==> src/cwl_pkg.sv <==
// Shared constants, tables, types and helpers of the color wheel LED effect.
package cwl_pkg;

   // Ring and wheel geometry
   localparam int MAX_LEDS    = 16;
   localparam int WHEEL_STEPS = 30;
   localparam int SEG_RG      = WHEEL_STEPS / 3;
   localparam int SEG_GB      = SEG_RG * 2;
   localparam int SEG_STEP    = 255 / SEG_RG;

   localparam int PHASE_W   = $clog2(WHEEL_STEPS);
   localparam int OFF_W     = PHASE_W + 1;
   localparam int CNT_W     = 5;
   localparam int IDX_W     = 4;
   localparam int TIME_W    = 32;
   localparam int IVL_W     = 16;
   localparam int LVL_W     = 3;
   localparam int BYTE_W    = 8;
   localparam int PROD_W    = 16;
   localparam int CSR_IDX_W = 2;
   localparam int CSR_DAT_W = 16;

   // Register indexes
   localparam logic [CSR_IDX_W-1:0] CSR_RING_SIZE  = 2'd0;
   localparam logic [CSR_IDX_W-1:0] CSR_BYTE_ORDER = 2'd1;
   localparam logic [CSR_IDX_W-1:0] CSR_BRIGHTNESS = 2'd2;
   localparam logic [CSR_IDX_W-1:0] CSR_INTERVAL   = 2'd3;

   localparam logic [LVL_W-1:0] LVL_MAX = 3'd4;

   // Reset values
   localparam logic [CNT_W-1:0] RST_RING_SIZE = 5'd16;
   localparam logic [LVL_W-1:0] RST_LEVEL     = 3'd4;
   localparam logic [IVL_W-1:0] RST_INTERVAL  = 16'd50;

   // Brightness table
   localparam logic [BYTE_W-1:0] BRIGHT_TABLE [0:4] = '{8'd0, 8'd80, 8'd120, 8'd160, 8'd200};

   // Per LED step of i*WHEEL_STEPS/n: quotient and remainder of WHEEL_STEPS/n
   localparam logic [PHASE_W-1:0] QUOT_TABLE [0:MAX_LEDS] = '{
      PHASE_W'(0),
      PHASE_W'(WHEEL_STEPS / 1),  PHASE_W'(WHEEL_STEPS / 2),  PHASE_W'(WHEEL_STEPS / 3),
      PHASE_W'(WHEEL_STEPS / 4),  PHASE_W'(WHEEL_STEPS / 5),  PHASE_W'(WHEEL_STEPS / 6),
      PHASE_W'(WHEEL_STEPS / 7),  PHASE_W'(WHEEL_STEPS / 8),  PHASE_W'(WHEEL_STEPS / 9),
      PHASE_W'(WHEEL_STEPS / 10), PHASE_W'(WHEEL_STEPS / 11), PHASE_W'(WHEEL_STEPS / 12),
      PHASE_W'(WHEEL_STEPS / 13), PHASE_W'(WHEEL_STEPS / 14), PHASE_W'(WHEEL_STEPS / 15),
      PHASE_W'(WHEEL_STEPS / 16)};
   localparam logic [CNT_W-1:0] REM_TABLE [0:MAX_LEDS] = '{
      CNT_W'(0),
      CNT_W'(WHEEL_STEPS % 1),  CNT_W'(WHEEL_STEPS % 2),  CNT_W'(WHEEL_STEPS % 3),
      CNT_W'(WHEEL_STEPS % 4),  CNT_W'(WHEEL_STEPS % 5),  CNT_W'(WHEEL_STEPS % 6),
      CNT_W'(WHEEL_STEPS % 7),  CNT_W'(WHEEL_STEPS % 8),  CNT_W'(WHEEL_STEPS % 9),
      CNT_W'(WHEEL_STEPS % 10), CNT_W'(WHEEL_STEPS % 11), CNT_W'(WHEEL_STEPS % 12),
      CNT_W'(WHEEL_STEPS % 13), CNT_W'(WHEEL_STEPS % 14), CNT_W'(WHEEL_STEPS % 15),
      CNT_W'(WHEEL_STEPS % 16)};

   // Controller to datapath commands
   typedef struct packed {
      logic idle;   // ready for a new event
      logic start;  // event accepted this cycle
      logic calc;   // compute scaled channels of the current LED
      logic emit;   // load the result register and advance
   } cmd_type;

   // Datapath to controller status
   typedef struct packed {
      logic req_valid;
      logic pass;      // event spacing met
      logic empty;     // no LEDs configured
      logic last;      // current LED is the final one
      logic out_free;  // result register can take a new transaction
   } sts_type;

   // Rising edge of a gradient segment, saturating at full scale
   function automatic logic [BYTE_W-1:0] rise(input logic [OFF_W-1:0] k);
      logic [PROD_W-1:0] v;
      v = PROD_W'(k) * PROD_W'(SEG_STEP);
      return (v > PROD_W'(255)) ? 8'd255 : v[BYTE_W-1:0];
   endfunction

   // Falling edge of a gradient segment, saturating at zero
   function automatic logic [BYTE_W-1:0] fall(input logic [OFF_W-1:0] k);
      logic [PROD_W-1:0] v;
      v = PROD_W'(k) * PROD_W'(SEG_STEP);
      return (v > PROD_W'(255)) ? 8'd0 : (8'd255 - v[BYTE_W-1:0]);
   endfunction

   // Exact x/255 for x up to 255*255: (x + (x >> 8) + 1) >> 8
   function automatic logic [BYTE_W-1:0] div255(input logic [PROD_W-1:0] x);
      logic [PROD_W:0] t;
      t = {1'b0, x} + {9'd0, x[PROD_W-1:8]} + 17'd1;
      return t[PROD_W-1:8];
   endfunction

endpackage

==> src/cwl_req_if.sv <==
// Rotation event channel.
interface cwl_req_if;
   import cwl_pkg::*;
   logic              valid;
   logic              ready;
   logic              spin_ccw;
   logic [TIME_W-1:0] now_ms;

   modport source (output valid, spin_ccw, now_ms, input ready);
   modport sink   (input valid, spin_ccw, now_ms, output ready);
endinterface

==> src/cwl_rsp_if.sv <==
// Per LED color result channel.
interface cwl_rsp_if;
   import cwl_pkg::*;
   logic              valid;
   logic              ready;
   logic [IDX_W-1:0]  led_index;
   logic [BYTE_W-1:0] wire_byte0;
   logic [BYTE_W-1:0] wire_byte1;
   logic [BYTE_W-1:0] wire_byte2;
   logic              last_led;

   modport source (output valid, led_index, wire_byte0, wire_byte1, wire_byte2, last_led,
                   input ready);
   modport sink   (input valid, led_index, wire_byte0, wire_byte1, wire_byte2, last_led,
                   output ready);
endinterface

==> src/cwl_ctrl.sv <==
// Controller state machine: sequences event check and per LED computation.
module cwl_ctrl (
   input  logic             clock,
   input  logic             reset,
   input  cwl_pkg::sts_type sts,
   output cwl_pkg::cmd_type cmd
);
   import cwl_pkg::*;

   typedef enum logic [1:0] {
      ST_IDLE,
      ST_CALC,
      ST_EMIT
   } state_type;

   state_type state_ff, state_in;

   // Next state and commands
   always_comb begin
      state_in  = state_ff;
      cmd       = '0;
      case (state_ff)
         ST_IDLE: begin
            cmd.idle = 1'b1;
            if (sts.req_valid) begin
               cmd.start = 1'b1;
               if (sts.pass && !sts.empty) state_in = ST_CALC;
            end
         end
         ST_CALC: begin
            cmd.calc = 1'b1;
            state_in = ST_EMIT;
         end
         ST_EMIT: begin
            if (sts.out_free) begin
               cmd.emit = 1'b1;
               state_in = sts.last ? ST_IDLE : ST_CALC;
            end
         end
         default: state_in = ST_IDLE;
      endcase
   end

   // State register
   always_ff @(posedge clock) begin
      if (reset) begin
         state_ff <= ST_IDLE;
      end else begin
         state_ff <= state_in;
      end
   end

endmodule

==> src/cwl_dpath.sv <==
// Datapath: registers, phase and time state, gradient, scaling and result register.
module cwl_dpath (
   input  logic                              clock,
   input  logic                              reset,
   input  logic                              csr_we,
   input  logic [cwl_pkg::CSR_IDX_W-1:0]     csr_index,
   input  logic [cwl_pkg::CSR_DAT_W-1:0]     csr_wdata,
   cwl_req_if.sink                           req_if,
   cwl_rsp_if.source                         rsp_if,
   input  cwl_pkg::cmd_type                  cmd,
   output cwl_pkg::sts_type                  sts
);
   import cwl_pkg::*;

   // Configuration registers
   logic [CNT_W-1:0]   ring_size_ff;
   logic               byte_order_ff;
   logic [LVL_W-1:0]   level_ff;
   logic [IVL_W-1:0]   interval_ff;

   // Event state
   logic [PHASE_W-1:0] phase_ff, phase_in;
   logic [TIME_W-1:0]  last_ms_ff;

   // Frame walk
   logic [CNT_W-1:0]   n_ff, n_in;
   logic [IDX_W-1:0]   idx_ff;
   logic [PHASE_W-1:0] quot_ff;
   logic [CNT_W-1:0]   rem_ff;
   logic [PHASE_W-1:0] qstep_ff;
   logic [CNT_W-1:0]   rstep_ff;
   logic [BYTE_W-1:0]  lvl_ff;

   // Scaled channel products
   logic [PROD_W-1:0]  red_prod_ff, grn_prod_ff, blu_prod_ff;

   // Result register
   logic               rsp_valid_ff;
   logic [IDX_W-1:0]   rsp_index_ff;
   logic [BYTE_W-1:0]  rsp_b0_ff, rsp_b1_ff, rsp_b2_ff;
   logic               rsp_last_ff;

   logic [TIME_W-1:0]  elapsed;
   logic               pass;
   logic               is_last;
   logic [OFF_W-1:0]   off_sum;
   logic [OFF_W-1:0]   off;
   logic [BYTE_W-1:0]  red, grn, blu;
   logic [CNT_W:0]     rem_sum;
   logic               rem_wrap;
   logic [BYTE_W-1:0]  red_q, grn_q, blu_q;

   // Event spacing check with wrapping time
   assign elapsed = req_if.now_ms - last_ms_ff;
   assign pass    = elapsed >= {{(TIME_W-IVL_W){1'b0}}, interval_ff};

   // Phase step and clamped LED count
   always_comb begin
      if (req_if.spin_ccw) begin
         phase_in = (phase_ff < PHASE_W'(WHEEL_STEPS - 1)) ? phase_ff + 1'b1 : '0;
      end else begin
         phase_in = (phase_ff != '0) ? phase_ff - 1'b1 : PHASE_W'(WHEEL_STEPS - 1);
      end
      n_in = (ring_size_ff > CNT_W'(MAX_LEDS)) ? CNT_W'(MAX_LEDS) : ring_size_ff;
   end

   assign is_last = ({1'b0, idx_ff} + 5'd1) == n_ff;

   assign sts.req_valid = req_if.valid;
   assign sts.pass      = pass;
   assign sts.empty     = (n_in == '0);
   assign sts.last      = is_last;
   assign sts.out_free  = !rsp_valid_ff || rsp_if.ready;

   assign req_if.ready = cmd.idle;

   // Wheel offset and three-segment gradient
   always_comb begin
      off_sum = {1'b0, phase_ff} + {1'b0, quot_ff};
      off     = (off_sum >= OFF_W'(WHEEL_STEPS)) ? off_sum - OFF_W'(WHEEL_STEPS) : off_sum;
      if (off < OFF_W'(SEG_RG)) begin
         red = fall(off);
         grn = rise(off);
         blu = '0;
      end else if (off < OFF_W'(SEG_GB)) begin
         red = '0;
         grn = fall(off - OFF_W'(SEG_RG));
         blu = rise(off - OFF_W'(SEG_RG));
      end else begin
         red = rise(off - OFF_W'(SEG_GB));
         grn = '0;
         blu = fall(off - OFF_W'(SEG_GB));
      end
   end

   // Next quotient and remainder of idx*WHEEL_STEPS/n
   assign rem_sum  = {1'b0, rem_ff} + {1'b0, rstep_ff};
   assign rem_wrap = rem_sum >= {1'b0, n_ff};

   // Divide scaled channels by full scale
   assign red_q = div255(red_prod_ff);
   assign grn_q = div255(grn_prod_ff);
   assign blu_q = div255(blu_prod_ff);

   // Configuration writes
   always_ff @(posedge clock) begin
      if (reset) begin
         ring_size_ff  <= RST_RING_SIZE;
         byte_order_ff <= 1'b0;
         level_ff      <= RST_LEVEL;
         interval_ff   <= RST_INTERVAL;
      end else if (csr_we) begin
         case (csr_index)
            CSR_RING_SIZE:  ring_size_ff  <= csr_wdata[CNT_W-1:0];
            CSR_BYTE_ORDER: byte_order_ff <= csr_wdata[0];
            CSR_BRIGHTNESS: begin
               if (csr_wdata[LVL_W-1:0] <= LVL_MAX) level_ff <= csr_wdata[LVL_W-1:0];
            end
            CSR_INTERVAL:   interval_ff   <= csr_wdata[IVL_W-1:0];
            default: ;
         endcase
      end
   end

   // Event state: phase and time of last accepted event
   always_ff @(posedge clock) begin
      if (reset) begin
         phase_ff   <= '0;
         last_ms_ff <= '0;
      end else if (cmd.start && pass) begin
         phase_ff   <= phase_in;
         last_ms_ff <= req_if.now_ms;
      end
   end

   // Frame walk registers
   always_ff @(posedge clock) begin
      if (cmd.start) begin
         n_ff     <= n_in;
         idx_ff   <= '0;
         quot_ff  <= '0;
         rem_ff   <= '0;
         qstep_ff <= QUOT_TABLE[n_in];
         rstep_ff <= REM_TABLE[n_in];
         lvl_ff   <= BRIGHT_TABLE[level_ff];
      end else if (cmd.emit) begin
         idx_ff <= idx_ff + 1'b1;
         if (rem_wrap) begin
            rem_ff  <= CNT_W'(rem_sum - {1'b0, n_ff});
            quot_ff <= quot_ff + qstep_ff + 1'b1;
         end else begin
            rem_ff  <= rem_sum[CNT_W-1:0];
            quot_ff <= quot_ff + qstep_ff;
         end
      end
   end

   // Channel scaling products
   always_ff @(posedge clock) begin
      if (cmd.calc) begin
         red_prod_ff <= {8'd0, red} * {8'd0, lvl_ff};
         grn_prod_ff <= {8'd0, grn} * {8'd0, lvl_ff};
         blu_prod_ff <= {8'd0, blu} * {8'd0, lvl_ff};
      end
   end

   // Result register valid
   always_ff @(posedge clock) begin
      if (reset) begin
         rsp_valid_ff <= 1'b0;
      end else if (cmd.emit) begin
         rsp_valid_ff <= 1'b1;
      end else if (rsp_if.ready) begin
         rsp_valid_ff <= 1'b0;
      end
   end

   // Result register payload in wire order
   always_ff @(posedge clock) begin
      if (cmd.emit) begin
         rsp_index_ff <= idx_ff;
         rsp_b0_ff    <= byte_order_ff ? red_q : grn_q;
         rsp_b1_ff    <= byte_order_ff ? grn_q : red_q;
         rsp_b2_ff    <= blu_q;
         rsp_last_ff  <= is_last;
      end
   end

   assign rsp_if.valid      = rsp_valid_ff;
   assign rsp_if.led_index  = rsp_index_ff;
   assign rsp_if.wire_byte0 = rsp_b0_ff;
   assign rsp_if.wire_byte1 = rsp_b1_ff;
   assign rsp_if.wire_byte2 = rsp_b2_ff;
   assign rsp_if.last_led   = rsp_last_ff;

endmodule

==> src/rotating_color_wheel_led_effect.sv <==
// Top level of the rotating color wheel LED effect.
//
// Usage:
//   req_if carries rotation events (spin_ccw, now_ms) with valid/ready.
//   An event arriving sooner than step_interval_ms after the last accepted
//   one is consumed and produces nothing. Otherwise the wheel phase steps
//   and one rsp_if transaction per LED follows, in index order, with
//   last_led set on the final LED. A ring of zero LEDs still steps the phase.
//   csr_we/csr_index/csr_wdata write the ring size, the wire byte order,
//   brightness_level and step_interval_ms; write only while idle.
// Sequence:
//   An accepted event starts a frame; each LED is computed by the channel
//   multiply into the product registers, then divided into the result register,
//   which waits until the previous result is taken. A dropped event leaves the
//   block idle. req_if.ready is high only between frames.
// Reset and stall:
//   Synchronous reset restores register defaults, phase 0 and last time 0.
//   While rsp_if.ready is low the result register holds and the frame pauses.
module rotating_color_wheel_led_effect (
   input  logic                          clock,
   input  logic                          reset,
   input  logic                          csr_we,
   input  logic [cwl_pkg::CSR_IDX_W-1:0] csr_index,
   input  logic [cwl_pkg::CSR_DAT_W-1:0] csr_wdata,
   cwl_req_if.sink                       req_if,
   cwl_rsp_if.source                     rsp_if
);
   import cwl_pkg::*;

   cmd_type cmd;
   sts_type sts;

   // Sequencer
   cwl_ctrl u_ctrl (
      .clock (clock),
      .reset (reset),
      .sts   (sts),
      .cmd   (cmd)
   );

   // Datapath
   cwl_dpath u_dpath (
      .clock     (clock),
      .reset     (reset),
      .csr_we    (csr_we),
      .csr_index (csr_index),
      .csr_wdata (csr_wdata),
      .req_if    (req_if),
      .rsp_if    (rsp_if),
      .cmd       (cmd),
      .sts       (sts)
   );

endmodule

==> src/flat_wrapper.sv <==
// flat-port wrapper written by rule: the top's interface ports become plain ports
module rotating_color_wheel_led_effect_flat import cwl_pkg::*;
  (clock, reset, csr_we, csr_index, csr_wdata, req_if_valid, req_if_spin_ccw, req_if_now_ms, req_if_ready, rsp_if_valid, rsp_if_led_index, rsp_if_wire_byte0, rsp_if_wire_byte1, rsp_if_wire_byte2, rsp_if_last_led, rsp_if_ready);
  cwl_req_if req_if_i ();
  cwl_rsp_if rsp_if_i ();
  input  logic clock;
  input  logic reset;
  input  logic csr_we;
  input  logic [cwl_pkg::CSR_IDX_W-1:0] csr_index;
  input  logic [cwl_pkg::CSR_DAT_W-1:0] csr_wdata;
  input wire logic [$bits(req_if_i.valid)-1:0] req_if_valid;
  input wire logic [$bits(req_if_i.spin_ccw)-1:0] req_if_spin_ccw;
  input wire logic [$bits(req_if_i.now_ms)-1:0] req_if_now_ms;
  output wire logic [$bits(req_if_i.ready)-1:0] req_if_ready;
  output wire logic [$bits(rsp_if_i.valid)-1:0] rsp_if_valid;
  output wire logic [$bits(rsp_if_i.led_index)-1:0] rsp_if_led_index;
  output wire logic [$bits(rsp_if_i.wire_byte0)-1:0] rsp_if_wire_byte0;
  output wire logic [$bits(rsp_if_i.wire_byte1)-1:0] rsp_if_wire_byte1;
  output wire logic [$bits(rsp_if_i.wire_byte2)-1:0] rsp_if_wire_byte2;
  output wire logic [$bits(rsp_if_i.last_led)-1:0] rsp_if_last_led;
  input wire logic [$bits(rsp_if_i.ready)-1:0] rsp_if_ready;
  assign req_if_i.valid = req_if_valid;
  assign req_if_i.spin_ccw = req_if_spin_ccw;
  assign req_if_i.now_ms = req_if_now_ms;
  assign req_if_ready = req_if_i.ready;
  assign rsp_if_valid = rsp_if_i.valid;
  assign rsp_if_led_index = rsp_if_i.led_index;
  assign rsp_if_wire_byte0 = rsp_if_i.wire_byte0;
  assign rsp_if_wire_byte1 = rsp_if_i.wire_byte1;
  assign rsp_if_wire_byte2 = rsp_if_i.wire_byte2;
  assign rsp_if_last_led = rsp_if_i.last_led;
  assign rsp_if_i.ready = rsp_if_ready;
  rotating_color_wheel_led_effect u_core (.clock(clock), .reset(reset), .csr_we(csr_we), .csr_index(csr_index), .csr_wdata(csr_wdata), .req_if(req_if_i), .rsp_if(rsp_if_i));
endmodule
==> config.mk <==
export PLATFORM = sky130hd
export DESIGN_NAME = rotating_color_wheel_led_effect_flat
export DESIGN_NICKNAME = d
export VERILOG_FILES = /design/src/cwl_pkg.sv /design/src/cwl_req_if.sv /design/src/cwl_rsp_if.sv /design/src/cwl_ctrl.sv /design/src/cwl_dpath.sv /design/src/rotating_color_wheel_led_effect.sv /design/src/flat_wrapper.sv
export SDC_FILE = /design/constraint.sdc
export NUM_CORES = 1
export LEC_CHECK = 0
export ABC_CLOCK_PERIOD_IN_PS = 10600
export BUFFER_PORTS_ARGS = -buffer_cell sky130_fd_sc_hd__clkbuf_2
export CORE_MARGIN = 2
export CORE_UTILIZATION = 55
export CTS_CLUSTER_SIZE = 8
export DETAILED_ROUTE_END_ITERATION = 8
export HOLD_SLACK_MARGIN = 0.03
export MAX_ROUTING_LAYER = met4
export PLACE_DENSITY = 0.74
export REMOVE_ABC_BUFFERS = 1
export SLEW_MARGIN = 20
export SYNTH_ARGS = -nofsm -noshare
export SYNTH_HDL_FRONTEND = slang
export SYNTH_SLANG_ARGS = --single-unit
==> constraint.sdc <==
create_clock -name clock -period 10.6 [get_ports clock]
set_input_delay 1.06 -clock clock [delete_from_list [all_inputs] [get_ports clock]]
set_output_delay 1.06 -clock clock [all_outputs]
set_load 0.005 [all_outputs]
==> results.toml <==
[route]
firstDrtPassIters = 5
ant_nets = 0
routed_wl_um = 35630
viasPerCell = 5.706
drt_iter0_drc = 605
drc = 0
vias = 12840
wire_per_inst_um = 15.83

[clock_tree]
hold_buffers = 0
cts-root-buf = "clkbuf_16"
cts_tree = "done"
clkTransAtPathRegs_ns = 0.07
clk_latency_ns = 0.44
numCtsBuffers = 17
cts_sinks = 166
cts.htree.levels = 4
clockBufferDepth = 2

[place]
detailed_place_hpwl_um = 27600
numPortBuffers = 86
pre_cts_ws_ns = 0.4284
postPlaceCellArea_um2 = 16810
place_congestion = 0.9314

[synthesis]
synthDistinctLibCells = 71
avgSynthCellArea_um2 = 8.993
synth_area_leaders = "ha_1, edfxtp_1, dfxtp_1, fa_1, inv_1"
yosysTopAreaCell = "ha_1"
yosys.area.top_type_share = 0.2024
netlist_instances = 1794
synth_edf_count = 87
ys_seq_area_frac = 0.2599
synth_ff_type = "edfxtp_1"
yosysWarningCount = 0
synth_area_um2 = 16130
synth-async-reset-ratio = 0
ys_seq_elements = 166

[layout]
antenna_cells = 0
final_core_util = 0.6071
final_nets = 2235
final.fill_count = 2448
drive_gt1_frac = 0.1008
fin_area_um2 = 17470
area_growth_pct = 8.290

[die]
initial_core_util = 0.5606
die-area_um2 = 30720
die_w_um = 175.3
die_y_um = 175.3
rows = 62
coreArea_um2 = 28780
io_pins = 87

[timing]
hold_viol = 0
slew_viol_final = 0
layout_setup_ws_ns = 0.4940
worst_pin_slew_ns = 0.9925
fin_worst_skew_ns = 0.009576
finalSetupViolCount = 0
timing.final.crit_period_ns = 10.11
relSlewSlack = 0.3374
min_period_over_period = 0.9534
clock.fmax_ghz = 0.09895

[critical_path]
cp-end-kind = "register"
slowest_delay_ns = 0.54
crit_fanout = 8
cp_common_cell = "ha_1"
worstPathArrival_ns = 10.30
cpMaxStageDelayCell = "fa_1"
path_class = "register to register"
cp.required_ns = 10.79
start_kind = "register"

[global_routing]
grt.overflow.total = 0
antenna_found_initial = 0
grtUsageTotal = 0.2416
grt_pass1_vias = 12720
grt_pass1_wl_um = 59960
grt_start_max_net_pins = 70

[outcome]
status = "complete, no violations"

[job]
drv_cap = 0

[worst_hold_path]
hp-class = "register to register"
==> layout make-up <==
cell class              count  area, um2  share of cell area
clock buffers              20      457.9             0.02621
clock inverters            12      108.9            0.006230
inverters                 188      705.7             0.04039
multi-input cells        1386      11020              0.6308
flip-flops and latches    166       4194              0.2400
well taps                 384      480.5             0.02750
repair buffers             94      503.0             0.02879
==> registers in the layout, summed over array words and instances, names as in the netlist <==
register,cells
u_core.u_dpath.last_ms_ff,32
u_core.u_dpath.rsp_if.wire_byte2,8
u_core.u_dpath.ring_size_ff,5
u_core.u_dpath.lvl_ff,5
u_core.u_dpath.interval_ff,16
u_core.u_dpath.grn_prod_ff,13
u_core.u_dpath.rsp_if.led_index,4
u_core.u_dpath.blu_prod_ff,13
u_core.u_dpath.n_ff,5
u_core.u_dpath.level_ff,3
u_core.u_ctrl.state_ff,2
u_core.u_dpath.rsp_if.last_led,1
u_core.u_dpath.rsp_if.wire_byte0,8
u_core.u_dpath.red_prod_ff,13
u_core.u_dpath.phase_ff,5
u_core.u_dpath.byte_order_ff,1
u_core.u_dpath.rsp_if.wire_byte1,8
u_core.u_dpath.rstep_ff,4
u_core.u_dpath.idx_ff,4
u_core.u_dpath.rsp_if.valid,1
u_core.u_dpath.rem_ff,5
u_core.u_dpath.qstep_ff,5
u_core.u_dpath.quot_ff,5
==> per-stage QoR <==
step	setup TNS [ns]	instances	hold WS [ns]
5_1_grt	-0.003936	2250	0.4801
2_1_floorplan	0	1740	0.4303
3_3_place_gp	0	2215	0.4440
6_report	0	2250	0.4581
4_1_cts	0	2247	0.4608
3_5_place_dp	0	2215	0.4512
==> layout by cell type (no fill, tap or decap), types with 18 or more instances in the layout <==
cell	netlist	layout
nor2_1	118	117
o21bai_1	19	19
nand3_1	71	71
xnor2_1	59	55
nand2b_1	22	22
edfxtp_1	87	87
fa_1	65	65
a21oi_2	30	31
xor2_1	46	45
mux2i_1	30	30
a21oi_1	127	126
nand2_1	120	119
clkbuf_2	0	87
a21o_1	33	33
ha_1	261	261
and2_1	55	55
inv_1	184	184
dfxtp_1	79	79
nor3_1	27	27
o21a_1	18	18
o21ai_1	32	32
nor2b_1	25	24
o21ai_0	59	59
==> synth_stat cells, drive strengths merged, types with 25 or more instances <==
| master | instances |
|---|---|
| ha | 261 |
| inv | 184 |
| a21oi | 157 |
| nand2 | 120 |
| nor2 | 119 |
| o21ai | 91 |
| edfxtp | 87 |
| dfxtp | 79 |
| nand3 | 71 |
| fa | 65 |
| xnor2 | 59 |
| and2 | 55 |
| xor2 | 46 |
| clkbuf | 38 |
| a21o | 33 |
| mux2i | 30 |
| nor3 | 27 |
| nor2b | 25 |
==> cells by family after synthesis <==
kind of cell               count (synthesis)  share of synthesized area
muxes                                     34                    0.02140
and+or+nand+nor                          516                     0.1584
buffers and inverters                    242                    0.06088
xor gates and xnor gates                 105                    0.05700
AOI/OAI and AO/OA                        405                     0.1593
DFF                                      166                     0.2599
adders and majority gates                326                     0.2831
==> per-layer routing <==
metal	global-route usage	wire length [um]	vias up
met4	0.05938	546	0
met2	0.4219	17590	286
met3	0.03203	1348	46
met1	0.2962	16140	6107
met5	-	0	-
li1	-	-	6399
==> critical path: cells and delay by family (launching register included) <==
| kind | cells | cell delay [ns] |
|---|---|---|
| adder cells (fa/ha/maj) | 13 | 4.69 |
| flip-flops | 1 | 0.38 |
| buffers and inverters | 2 | 0.21 |
| XOR/XNOR | 5 | 0.84 |
| AO/OA/AOI/OAI | 12 | 2.04 |
| AND/OR/NAND/NOR | 9 | 1.66 |
==> path summary, 6_finish.rpt <==
check / slack, ns / cells after the start / startpoint / end
worst max-delay path: 0.49 / 41 / u_core.u_dpath.phase_ff[0] / u_core.u_dpath.grn_prod_ff[15]
worst min-delay path: 0.46 / 2 / u_core.u_dpath.interval_ff[11] / u_core.u_dpath.interval_ff[11]
worst max register to register: 0.49 / 41 / u_core.u_dpath.phase_ff[0] / u_core.u_dpath.grn_prod_ff[15]
worst min register to register: 0.46 / 2 / u_core.u_dpath.interval_ff[11] / u_core.u_dpath.interval_ff[11]
==> what timing repair did <==
item                                    4_1_cts  5_1_grt
endpoints found under the setup margin        0        3
buffers inserted                              0        2
gates resized for setup                       0        8
Power is not shown: default switching activity piles up to over one toggle a cycle in this logic, so the estimate is an artifact.
